===== config.mk =====
export PLATFORM = sky130hd
export DESIGN_NAME = nth_weekday_of_month_top
export DESIGN_NICKNAME = d
export VERILOG_FILES = /design/src/sv/nwom_pkg.sv /design/src/sv/nth_weekday_of_month_top.sv
export SDC_FILE = /design/constraint.sdc
export NUM_CORES = 1
export LEC_CHECK = 0
export BUFFER_PORTS_ARGS = -buffer_cell sky130_fd_sc_hd__buf_2
export CAP_MARGIN = 20
export CORE_ASPECT_RATIO = 2
export CORE_MARGIN = 5
export CORE_UTILIZATION = 35
export DETAILED_ROUTE_END_ITERATION = 8
export MAX_ROUTING_LAYER = met4
export SLEW_MARGIN = 20
export SYNTH_ARGS = -nofsm -noshare
export SYNTH_HDL_FRONTEND = slang
export SYNTH_SLANG_ARGS = --single-unit

===== constraint.sdc =====
create_clock -name clk -period 8.7 [get_ports clk]
set_input_delay 0.87 -clock clk [delete_from_list [all_inputs] [get_ports clk]]
set_output_delay 0.87 -clock clk [all_outputs]
set_load 0.005 [all_outputs]

===== src/sv/nwom_pkg.sv =====
// Shared constants and calendar tables for the nth-weekday-of-month block.
// No dependencies; imported by the top level, both checkers and the testbench top.
`timescale 1ns / 1ps

package nwom_pkg;

  localparam int unsigned YEAR_W  = 14;
  localparam int unsigned MONTH_W = 4;
  localparam int unsigned ORD_W   = 3;
  localparam int unsigned WDAY_W  = 3;
  localparam int unsigned DAY_W   = 5;
  localparam int unsigned CFG_W   = 4;

  localparam logic [YEAR_W-1:0] EPOCH_YEAR = 14'd1850;

  // Reciprocal of 25 scaled by 2^17; exact floor for dividends below 43690.
  localparam logic [12:0] RECIP_25    = 13'd5243;
  localparam int unsigned RECIP_SHIFT = 17;
  localparam int unsigned PROD_W      = 25;

  typedef enum logic [1:0] {
    CFG_TARGET_MONTH   = 2'd0,
    CFG_WEEK_ORDINAL   = 2'd1,
    CFG_TARGET_WEEKDAY = 2'd2
  } cfg_index_t;

  // Day count from January 1 to the 1st of month m, reduced mod 7.
  // Month 0 stands for any month code outside 1..12.
  function automatic logic [2:0] month_start_mod7(input logic [MONTH_W-1:0] m);
    logic [2:0] r;
    case (m)
      4'd0:    r = 3'd0;
      4'd1:    r = 3'd0;
      4'd2:    r = 3'd3;
      4'd3:    r = 3'd3;
      4'd4:    r = 3'd6;
      4'd5:    r = 3'd1;
      4'd6:    r = 3'd4;
      4'd7:    r = 3'd6;
      4'd8:    r = 3'd2;
      4'd9:    r = 3'd5;
      4'd10:   r = 3'd0;
      4'd11:   r = 3'd3;
      4'd12:   r = 3'd5;
      default: r = 3'd0;
    endcase
    return r;
  endfunction

  // Length of month m in a common year.
  function automatic logic [DAY_W-1:0] month_len(input logic [MONTH_W-1:0] m);
    logic [DAY_W-1:0] r;
    case (m)
      4'd2:                  r = 5'd28;
      4'd4, 4'd6, 4'd9, 4'd11: r = 5'd30;
      default:               r = 5'd31;
    endcase
    return r;
  endfunction

endpackage


===== src/sv/nth_weekday_of_month_top.sv =====
// Top level of the nth-weekday-of-month block: four-stage pipeline and
// configuration registers. Depends on nwom_pkg.
`timescale 1ns / 1ps

// Usage
// - Request channel (req_valid, req_stall, year): one Gregorian year per
//   transfer. A transfer happens at a clock edge with req_valid high and
//   req_stall low.
// - Response channel (rsp_valid, rsp_stall, year_echo, found, day_of_month):
//   exactly one result per request, in order.
// - Configuration channel (cfg_valid, cfg_ready, cfg_index, cfg_data): index 0
//   target month, 1 week ordinal, 2 target weekday; other indexes are
//   ignored. cfg_ready is always high. Write only while the pipeline is empty.
// - Throughput is one year per cycle while the receiver does not stall. The
//   four registered stages are: constant reciprocal multiplies, leap and
//   day-count sums, mod-7 fold, and the final weekday offset and
//   month-length compare.
// - When the receiver stalls, the stages fill behind the output register and
//   req_stall rises once all four hold data; nothing is dropped or repeated.
// - Synchronous reset empties the pipeline and sets month 1, ordinal 1,
//   weekday 1.

module nth_weekday_of_month_top
  import nwom_pkg::*;
(
  input  logic                clk,
  input  logic                rst,
  input  logic                req_valid,
  output logic                req_stall,
  input  logic [YEAR_W-1:0]   year,
  output logic                rsp_valid,
  input  logic                rsp_stall,
  output logic [YEAR_W-1:0]   year_echo,
  output logic                found,
  output logic [DAY_W-1:0]    day_of_month,
  input  logic                cfg_valid,
  output logic                cfg_ready,
  input  logic [1:0]          cfg_index,
  input  logic [CFG_W-1:0]    cfg_data
);

  logic [MONTH_W-1:0] target_month;
  logic [ORD_W-1:0]   week_ordinal;
  logic [WDAY_W-1:0]  target_weekday;

  assign cfg_ready = 1'b1;

  always_ff @(posedge clk) begin
    if (rst) begin
      target_month   <= 4'd1;
      week_ordinal   <= 3'd1;
      target_weekday <= 3'd1;
    end else if (cfg_valid && cfg_ready) begin
      case (cfg_index)
        CFG_TARGET_MONTH:   target_month   <= cfg_data[MONTH_W-1:0];
        CFG_WEEK_ORDINAL:   week_ordinal   <= cfg_data[ORD_W-1:0];
        CFG_TARGET_WEEKDAY: target_weekday <= cfg_data[WDAY_W-1:0];
        default: ;
      endcase
    end
  end

  // Month codes outside 1..12 behave as a 31-day month starting on Jan 1.
  logic [MONTH_W-1:0] month_sel;
  assign month_sel = (target_month inside {[4'd1:4'd12]}) ? target_month : 4'd0;

  // Stage enables: a stage loads when it is empty or its successor loads.
  logic v1, v2, v3;
  logic en1, en2, en3, en4;
  assign en4 = !rsp_valid || !rsp_stall;
  assign en3 = !v3 || en4;
  assign en2 = !v2 || en3;
  assign en1 = !v1 || en2;
  assign req_stall = !en1;

  // Stage 1: previous year and the reciprocal products for /100 and /400.
  logic [YEAR_W-1:0] s1_year, s1_prev;
  logic [PROD_W-1:0] s1_p100, s1_p400;
  logic [YEAR_W-1:0] prev_year;
  assign prev_year = year - 14'd1;

  always_ff @(posedge clk) begin
    if (rst) begin
      v1 <= 1'b0;
    end else if (en1) begin
      v1 <= req_valid;
    end
  end

  always_ff @(posedge clk) begin
    if (en1) begin
      s1_year <= year;
      s1_prev <= prev_year;
      s1_p100 <= PROD_W'(prev_year[YEAR_W-1:2]) * PROD_W'(RECIP_25);
      s1_p400 <= PROD_W'(prev_year[YEAR_W-1:4]) * PROD_W'(RECIP_25);
    end
  end

  // Stage 2: leap count up to the previous year, and the leap flag. Since
  // 365 is 1 mod 7, the weekday depends on prev + leaps only.
  logic [11:0] q4, q100, q400, r100, r400;
  logic [11:0] leaps;
  logic        leap_c;
  logic [14:0] s2_sum;
  logic [YEAR_W-1:0] s2_year;
  logic        s2_leap;

  always_comb begin
    q4    = s1_prev[YEAR_W-1:2];
    q100  = 12'(s1_p100[PROD_W-1:RECIP_SHIFT]);
    q400  = 12'(s1_p400[PROD_W-1:RECIP_SHIFT]);
    r100  = q4 - 12'(q100 * 12'd25);
    r400  = 12'(s1_prev[YEAR_W-1:4]) - 12'(q400 * 12'd25);
    leaps = q4 - q100 + q400;
    // For a multiple of 4, the year is a century exactly when the quarter
    // of the previous year leaves 24 mod 25; likewise for 400 with /16.
    leap_c = (s1_year[1:0] == 2'd0) &&
             ((r100 != 12'd24) || ((s1_year[3:0] == 4'd0) && (r400 == 12'd24)));
  end

  always_ff @(posedge clk) begin
    if (rst) begin
      v2 <= 1'b0;
    end else if (en2) begin
      v2 <= v1;
    end
  end

  always_ff @(posedge clk) begin
    if (en2) begin
      s2_year <= s1_year;
      s2_sum  <= 15'(s1_prev) + 15'(leaps);
      s2_leap <= leap_c;
    end
  end

  // Stage 3: add the month offset and fold to a residue mod 7 (8 is 1 mod 7).
  logic [14:0] day_sum;
  logic [5:0]  fold1;
  logic [3:0]  fold2;
  logic [2:0]  wd_res;
  logic [YEAR_W-1:0] s3_year;
  logic        s3_leap;
  logic [2:0]  s3_res;

  always_comb begin
    day_sum = s2_sum + 15'(month_start_mod7(month_sel)) +
              15'((month_sel > 4'd2) && s2_leap);
    fold1 = 6'(day_sum[2:0]) + 6'(day_sum[5:3]) + 6'(day_sum[8:6]) +
            6'(day_sum[11:9]) + 6'(day_sum[14:12]);
    fold2 = 4'(fold1[2:0]) + 4'(fold1[5:3]);
    wd_res = (fold2 >= 4'd7) ? 3'(fold2 - 4'd7) : fold2[2:0];
  end

  always_ff @(posedge clk) begin
    if (rst) begin
      v3 <= 1'b0;
    end else if (en3) begin
      v3 <= v2;
    end
  end

  always_ff @(posedge clk) begin
    if (en3) begin
      s3_year <= s2_year;
      s3_leap <= s2_leap;
      s3_res  <= wd_res;
    end
  end

  // Stage 4: offset to the first matching weekday, the Nth one, and the
  // month-length check.
  logic [3:0] wd1, first;
  logic [5:0] day_c;
  logic [DAY_W-1:0] len_c;
  logic       hit;

  always_comb begin
    wd1 = 4'(s3_res) + 4'd1;
    if ({1'b0, target_weekday} >= wd1) begin
      first = 4'(target_weekday) - wd1 + 4'd1;
    end else begin
      first = 4'(target_weekday) + 4'd8 - wd1;
    end
    day_c = 6'(week_ordinal - 3'd1) * 6'd7 + 6'(first);
    len_c = ((month_sel == 4'd2) && s3_leap) ? 5'd29 : month_len(month_sel);
    hit = (s3_year >= EPOCH_YEAR) && (week_ordinal != 3'd0) &&
          (target_weekday != 3'd0) && (day_c <= 6'(len_c));
  end

  always_ff @(posedge clk) begin
    if (rst) begin
      rsp_valid <= 1'b0;
    end else if (en4) begin
      rsp_valid <= v3;
    end
  end

  always_ff @(posedge clk) begin
    if (en4) begin
      year_echo    <= s3_year;
      found        <= hit;
      day_of_month <= hit ? day_c[DAY_W-1:0] : 5'd0;
    end
  end

endmodule


; Word-level counts from Yosys, hierarchy flattened
; Memory sizes are Yosys's and may differ from the RTL's.
; Index checks and enable logic that the tools add are counted.
[totals]
regBits = 158
rom_bits = 48
input_bits = 25
output_inout_bits = 23
elab_cells = 96
n_memories = 1
[memory_table]
columns = memory, words, width, read_ports, rd_ports_with_merged_regs, write_ports, line_no
row1 = (name not given), 16, 3, 1, 0, 0, nwom_pkg.sv:31  ; case (m)
[op_classes]
add_sub_neg = 21
n_mul = 5
order_cmp = 7
eq_ne = 9
mux = 5
reduce_logical = 28
[ops]
columns = cell, n
row1 = $mul A12 B13 Y25 const B, 1
row2 = $mul A10 B13 Y23 const B, 1
row3 = $add A14 B12 Y15, 1
row4 = $add A15 B1 Y15, 1
row5 = $add A15 B3 Y15, 1
row6 = $ge A14 B11 Y1 const B, 1
row7 = $sub A14 B1 Y14 const B, 1
row8 = $add A12 B6 Y12, 1
row9 = $eq A12 B5 Y1 const B, 1
row10 = $mul A8 B5 Y12 const B, 1
row11 = $ne A12 B5 Y1 const B, 1
row12 = $sub A10 B11 Y12, 1
row13 = $sub A12 B12 Y12, 1
row14 = $sub A12 B8 Y12, 1
row15 = $mul A6 B5 Y11 const B, 1
row16 = $add A3 B3 Y4, 2
row17 = $eq A4 B3 Y1 const B, 2
row18 = $eq A4 B4 Y1 const B, 2
row19 = $logic_and A1 B1 Y1, 8
row20 = $mux W4, 2
row21 = $add A5 B3 Y6, 1
row22 = $add A6 B3 Y6, 1
row23 = $add A6 B4 Y6, 1
row24 = $le A6 B5 Y1, 1
row25 = other kinds (27), 40

; Logic depth before layout (Yosys ltp)
[logic_depth]
depth_word = 13
depth_mapped = 29
mapped_depth_nobuf = 28

; Worst setup path after synthesis
; No wires, ideal clock.
[synth_timing]
path_type = in2reg
from = input year[3]
to = register s1_p100[24], data pin
setup_time_ns = 0.262
arrival_ns = 6.892
required_ns = 8.438
path_slack_ns = 1.546
path_stages = 24
path_buffers = 0
path_cell_list = or2_2 -> or4_1 -> nor3_1 -> nand2b_1 -> nor3_1 -> nand2_1 -> xor2_1 -> fa_1 -> inv_1 -> fa_1 -> inv_1 -> fa_1 -> inv_1 -> fa_1 -> inv_1 -> fa_1 -> ha_1 -> o21ai_0 -> a211o_1 -> nor3_1 -> o2111ai_2 -> a31oi_1 -> a21oi_1 -> xor2_1
[synth_via]
elab_chain_cells = 2
[synth_rtl]
columns = element, line_no
row1 = from (decl), nth_weekday_of_month_top.sv:30  ; input logic [YEAR_W-1:0] year,
row2 = $sub A14 B1 Y14, nth_weekday_of_month_top.sv:80  ; assign prev_year = year - 14'd1;
row3 = $mul A12 B13 Y25, nth_weekday_of_month_top.sv:94  ; s1_p100 <= PROD_W'(prev_year[YEAR_W-1:2]) * PROD_W'(RECIP_25);
row4 = to (signal assigned), nth_weekday_of_month_top.sv:94
row5 = to (decl), nth_weekday_of_month_top.sv:78  ; logic [PROD_W-1:0] s1_p100, s1_p400;
; No other way between the ends.
; A chain may end at the register's enable or synchronous reset.

; Worst setup path in the final report
[layout_timing]
from = input year[3]
to = register s1_p100[21], data pin
; The elaborated chain is that of the path after synthesis.

==> summary.md <==
| Metric | Value |
|---|---|
| Type of the tightest min-delay check | register to register |
| First-pass GRT wire length | between 40000 and 50000 microns |
| Core area | between 30000 and 40000 sq um |
| Final setup viols | 0 |
| Complex-gate fraction of the synthesized area | under 10% |
| Min Tclk post-route | 7.78 ns |
| Reg clk slew, reported paths | approximately 0.060 ns |
| Main combinational cell family by area after synthesis | adder cells |
| Drt drc | 0 |
| Layout cells sized above 1 | 8.35% |
| Setup ws final | a little over 0.9 ns |
| Fmax achieved | 129 MHz |
| Initial Util | a little over a third |
| Status | complete, no violations |
| PortBufs | 46 |
| Antenna Cells | 0 |
| CTS H-tree lvls | 4 |
| Crit start category | primary input |
| Ports | between 40 and 50 |
| Area of the multi-input gates | ~8000 sq um |
| Grt ovf | 0 |
| Cts bufs inserted | 17 |
| Total iterations of the first detailed-routing run | 4 |
| Syn-to-layout area delta | 11.1% |
| Max Buffers Root-to-Sink | 2 |
| Simple-Gate Fraction of Synth Area | 8.78% |
| WP data arrival | 7.94 ns |
| Setup CP Type | primary input to register |
| Antenna violations before repair | 0 |
| Die Height | 280 microns |
| Hold Buf Count CTS | 0 |
| Max-slew violations | 0 |
| Final Hold Vio Count | 0 |
| Area share of xor/xnor cells in the synthesized design | roughly 6.1% |
| Average instance area after synthesis | between 10 and 15 sq um |
| Commonest register cell after synthesis | edfxtp_1 |
| Full die area | 40500 sq um |
| DRT iter0 DRCs | around 230 |
| CTS tree | built |
| Cell Rows | between 90 and 100 |
| Die W | between 100 and 150 microns |
| CP required | approximately 8.9 ns |
| FF+latch area | between 3000 and 4000 sq um |
| Cell Area, Synth | roughly 13000 sq um |
| Syn_nets | around 1.6k |
| Gpl congestion | between 0.8 and 0.9 |
| Post-synthesis mux area share | approximately 1.2% |
| Final instance area | roughly 14000 sq um |
| Vias in the first global route | 9467 |
| Largest net degree at the start of global routing | 44 |
| Final #Nets | around 1.6k |
| Period Utilization, post-route | between 80% and 90% |
| Worst-skew pair later-pin latency | 0.43 ns |
| Maxcap violations | 0 |
| Syn Inst Count | ~1.2k |
| FF+latch count, synth | about 120 |
| Post-synthesis adder-cell area fraction | between 30% and 40% |
| Worst-path maximum fanout | 5 |
| Final antenna-violating net count | 0 |
| RSZ-0062 raised after global routing | no |
| Worst-margin pin slew | 1.07 ns |
| Cell variety after synth | 63 |
| Max Clock Skew | a little under 0.01 ns |
| Crit end category | register |
| Routed vias/inst | around 5 |
| Placement Setup Slack | 0.470 ns |
| DR vias | 8634 |
| Clock sink total | ~120 |
| Cts repair resizes | 0 |
| Slew margin rel. | ~28% |
| Sequential element share of the synthesized area | 28.1% |
| Post-synth ARST share | 0% |
| Setup Buffers After CTS | 0 |
| GRT Total Usage | between 15 and 20% |
| Placed Area | ~14000 sq um |
| Post-synth EDFFs | 110 |
| Post-DP HPWL | between 20000 and 30000 microns |
| Clock root buffer | clkbuf_16 |
| Fillers | 3542 |
| Post-route setup TNS | 0 ns |
| Drt wl/cell | between 15 and 20 microns |
| YS warnings | 0 |
| Routed wire length | 29000 microns |
==> flip-flops by register name, indices dropped and copies added (netlist names), 3 cells and up <==
signal          cells
s2_sum             15
s1_prev            14
s1_year            14
s2_year            14
s3_year            14
year_echo          14
s1_p100             8
s1_p400             6
day_of_month        5
target_month        4
s3_res              3
target_weekday      3
week_ordinal        3
==> metrics by stage <==
stage / cells / hold slack, ns / util, %
after floorplan: 1216 / 0.400 / -
after global placement: 1716 / 0.401 / 37.3
after detailed placement: 1716 / 0.405 / 37.3
after CTS: 1748 / 0.413 / 39.0
after global routing: 1748 / 0.416 / 39.0
final: 1748 / 0.412 / 39.0
==> Yosys cell counts (all sizes together) (7+ instances only) <==
library cell / count / area share, %
nor2: 38 / 1.1
inv: 253 / 7.5
xor2: 39 / 2.7
fa: 100 / 16
nand2b: 10 / 0.49
xnor2: 50 / 3.4
or2: 8 / 0.39
a21oi: 59 / 2.3
a31oi: 7 / 0.34
nand3: 20 / 0.79
o21ai: 35 / 1.4
mux2i: 12 / 0.94
nand2: 48 / 1.4
nor3: 17 / 0.67
dfxtp: 14 / 2.2
and2: 9 / 0.44
nor2b: 19 / 0.93
edfxtp: 110 / 26
ha: 233 / 23
a21o: 23 / 1.4
nand4: 10 / 0.49
==> area by class of cell <==
cell class,instances,area share [%]
clock buffer,18,3.03
multi-input combinational,831,57.6
inverter,253,6.71
sequential,124,25.3
clock inverter,14,1.29
tap,454,4.01
timing repair buffer,54,2.05
==> cell usage in the layout (no fill, tap or decap), types with 22 or more instances in the layout <==
| cell | n |
|---|---|
| edfxtp_1 | 110 |
| ha_1 | 233 |
| a21oi_1 | 59 |
| inv_1 | 253 |
| nand2_1 | 48 |
| buf_2 | 46 |
| xor2_1 | 39 |
| o21ai_0 | 34 |
| fa_1 | 100 |
| xnor2_1 | 50 |
| a21o_1 | 22 |
| nor2_1 | 38 |
==> worst max-delay path, cell delays in order <==
cell and delay, ns:
buf_2 0.11, or2_2 0.33, or4_1 0.49, nor3_1 0.24, nand2b_1 0.11, nor3_1 0.24, nand2_1 0.16, xor2_1 0.24
fa_1 0.62, inv_1 0.07, fa_1 0.50, inv_1 0.05, fa_1 0.59, inv_1 0.08, fa_1 0.53, inv_1 0.05
fa_1 0.48, ha_1 0.34, o21ai_0 0.09, a211o_1 0.23, nor3_1 0.48, o2111ai_2 0.26, a31oi_1 0.45, a21oi_1 0.17
xnor2_1 0.15
==> per-layer routing <==
| metal | share of wire [%] | track usage, % |
|---|---|---|
| met2 | 59 | 30.0 |
| met1 | 31 | 12.4 |
| met4 | 8.4 | 10.8 |
| met3 | 2.2 | 2.10 |
| met5 | 0 | - |
==> cell families (layout without fill, tap and decap cells) <==
group / Yosys count / count (layout)
adder cells (fa/ha/maj): 333 / 333
AND/OR/NAND/NOR: 213 / 213
buffers and inverters: 261 / 339
flip-flops: 124 / 124
AO/OA/AOI/OAI: 180 / 180
other: 1 / 1
multiplexers: 15 / 15
XOR/XNOR: 89 / 89
==> final timing paths <==
path	endpoint	slack [ns]	depth (start not counted)	from
max reg2reg	s3_res[1]	1.52	27	target_month[3]
min	s2_year[7]	0.41	0	s1_year[7]
max	s1_p100[21]	0.92	25	year[3]
min reg2reg	s2_year[7]	0.41	0	s1_year[7]
Power is left out: the tool's default activity adds up to more than one toggle a clock period on the data nets, which glitch-free logic cannot reach.
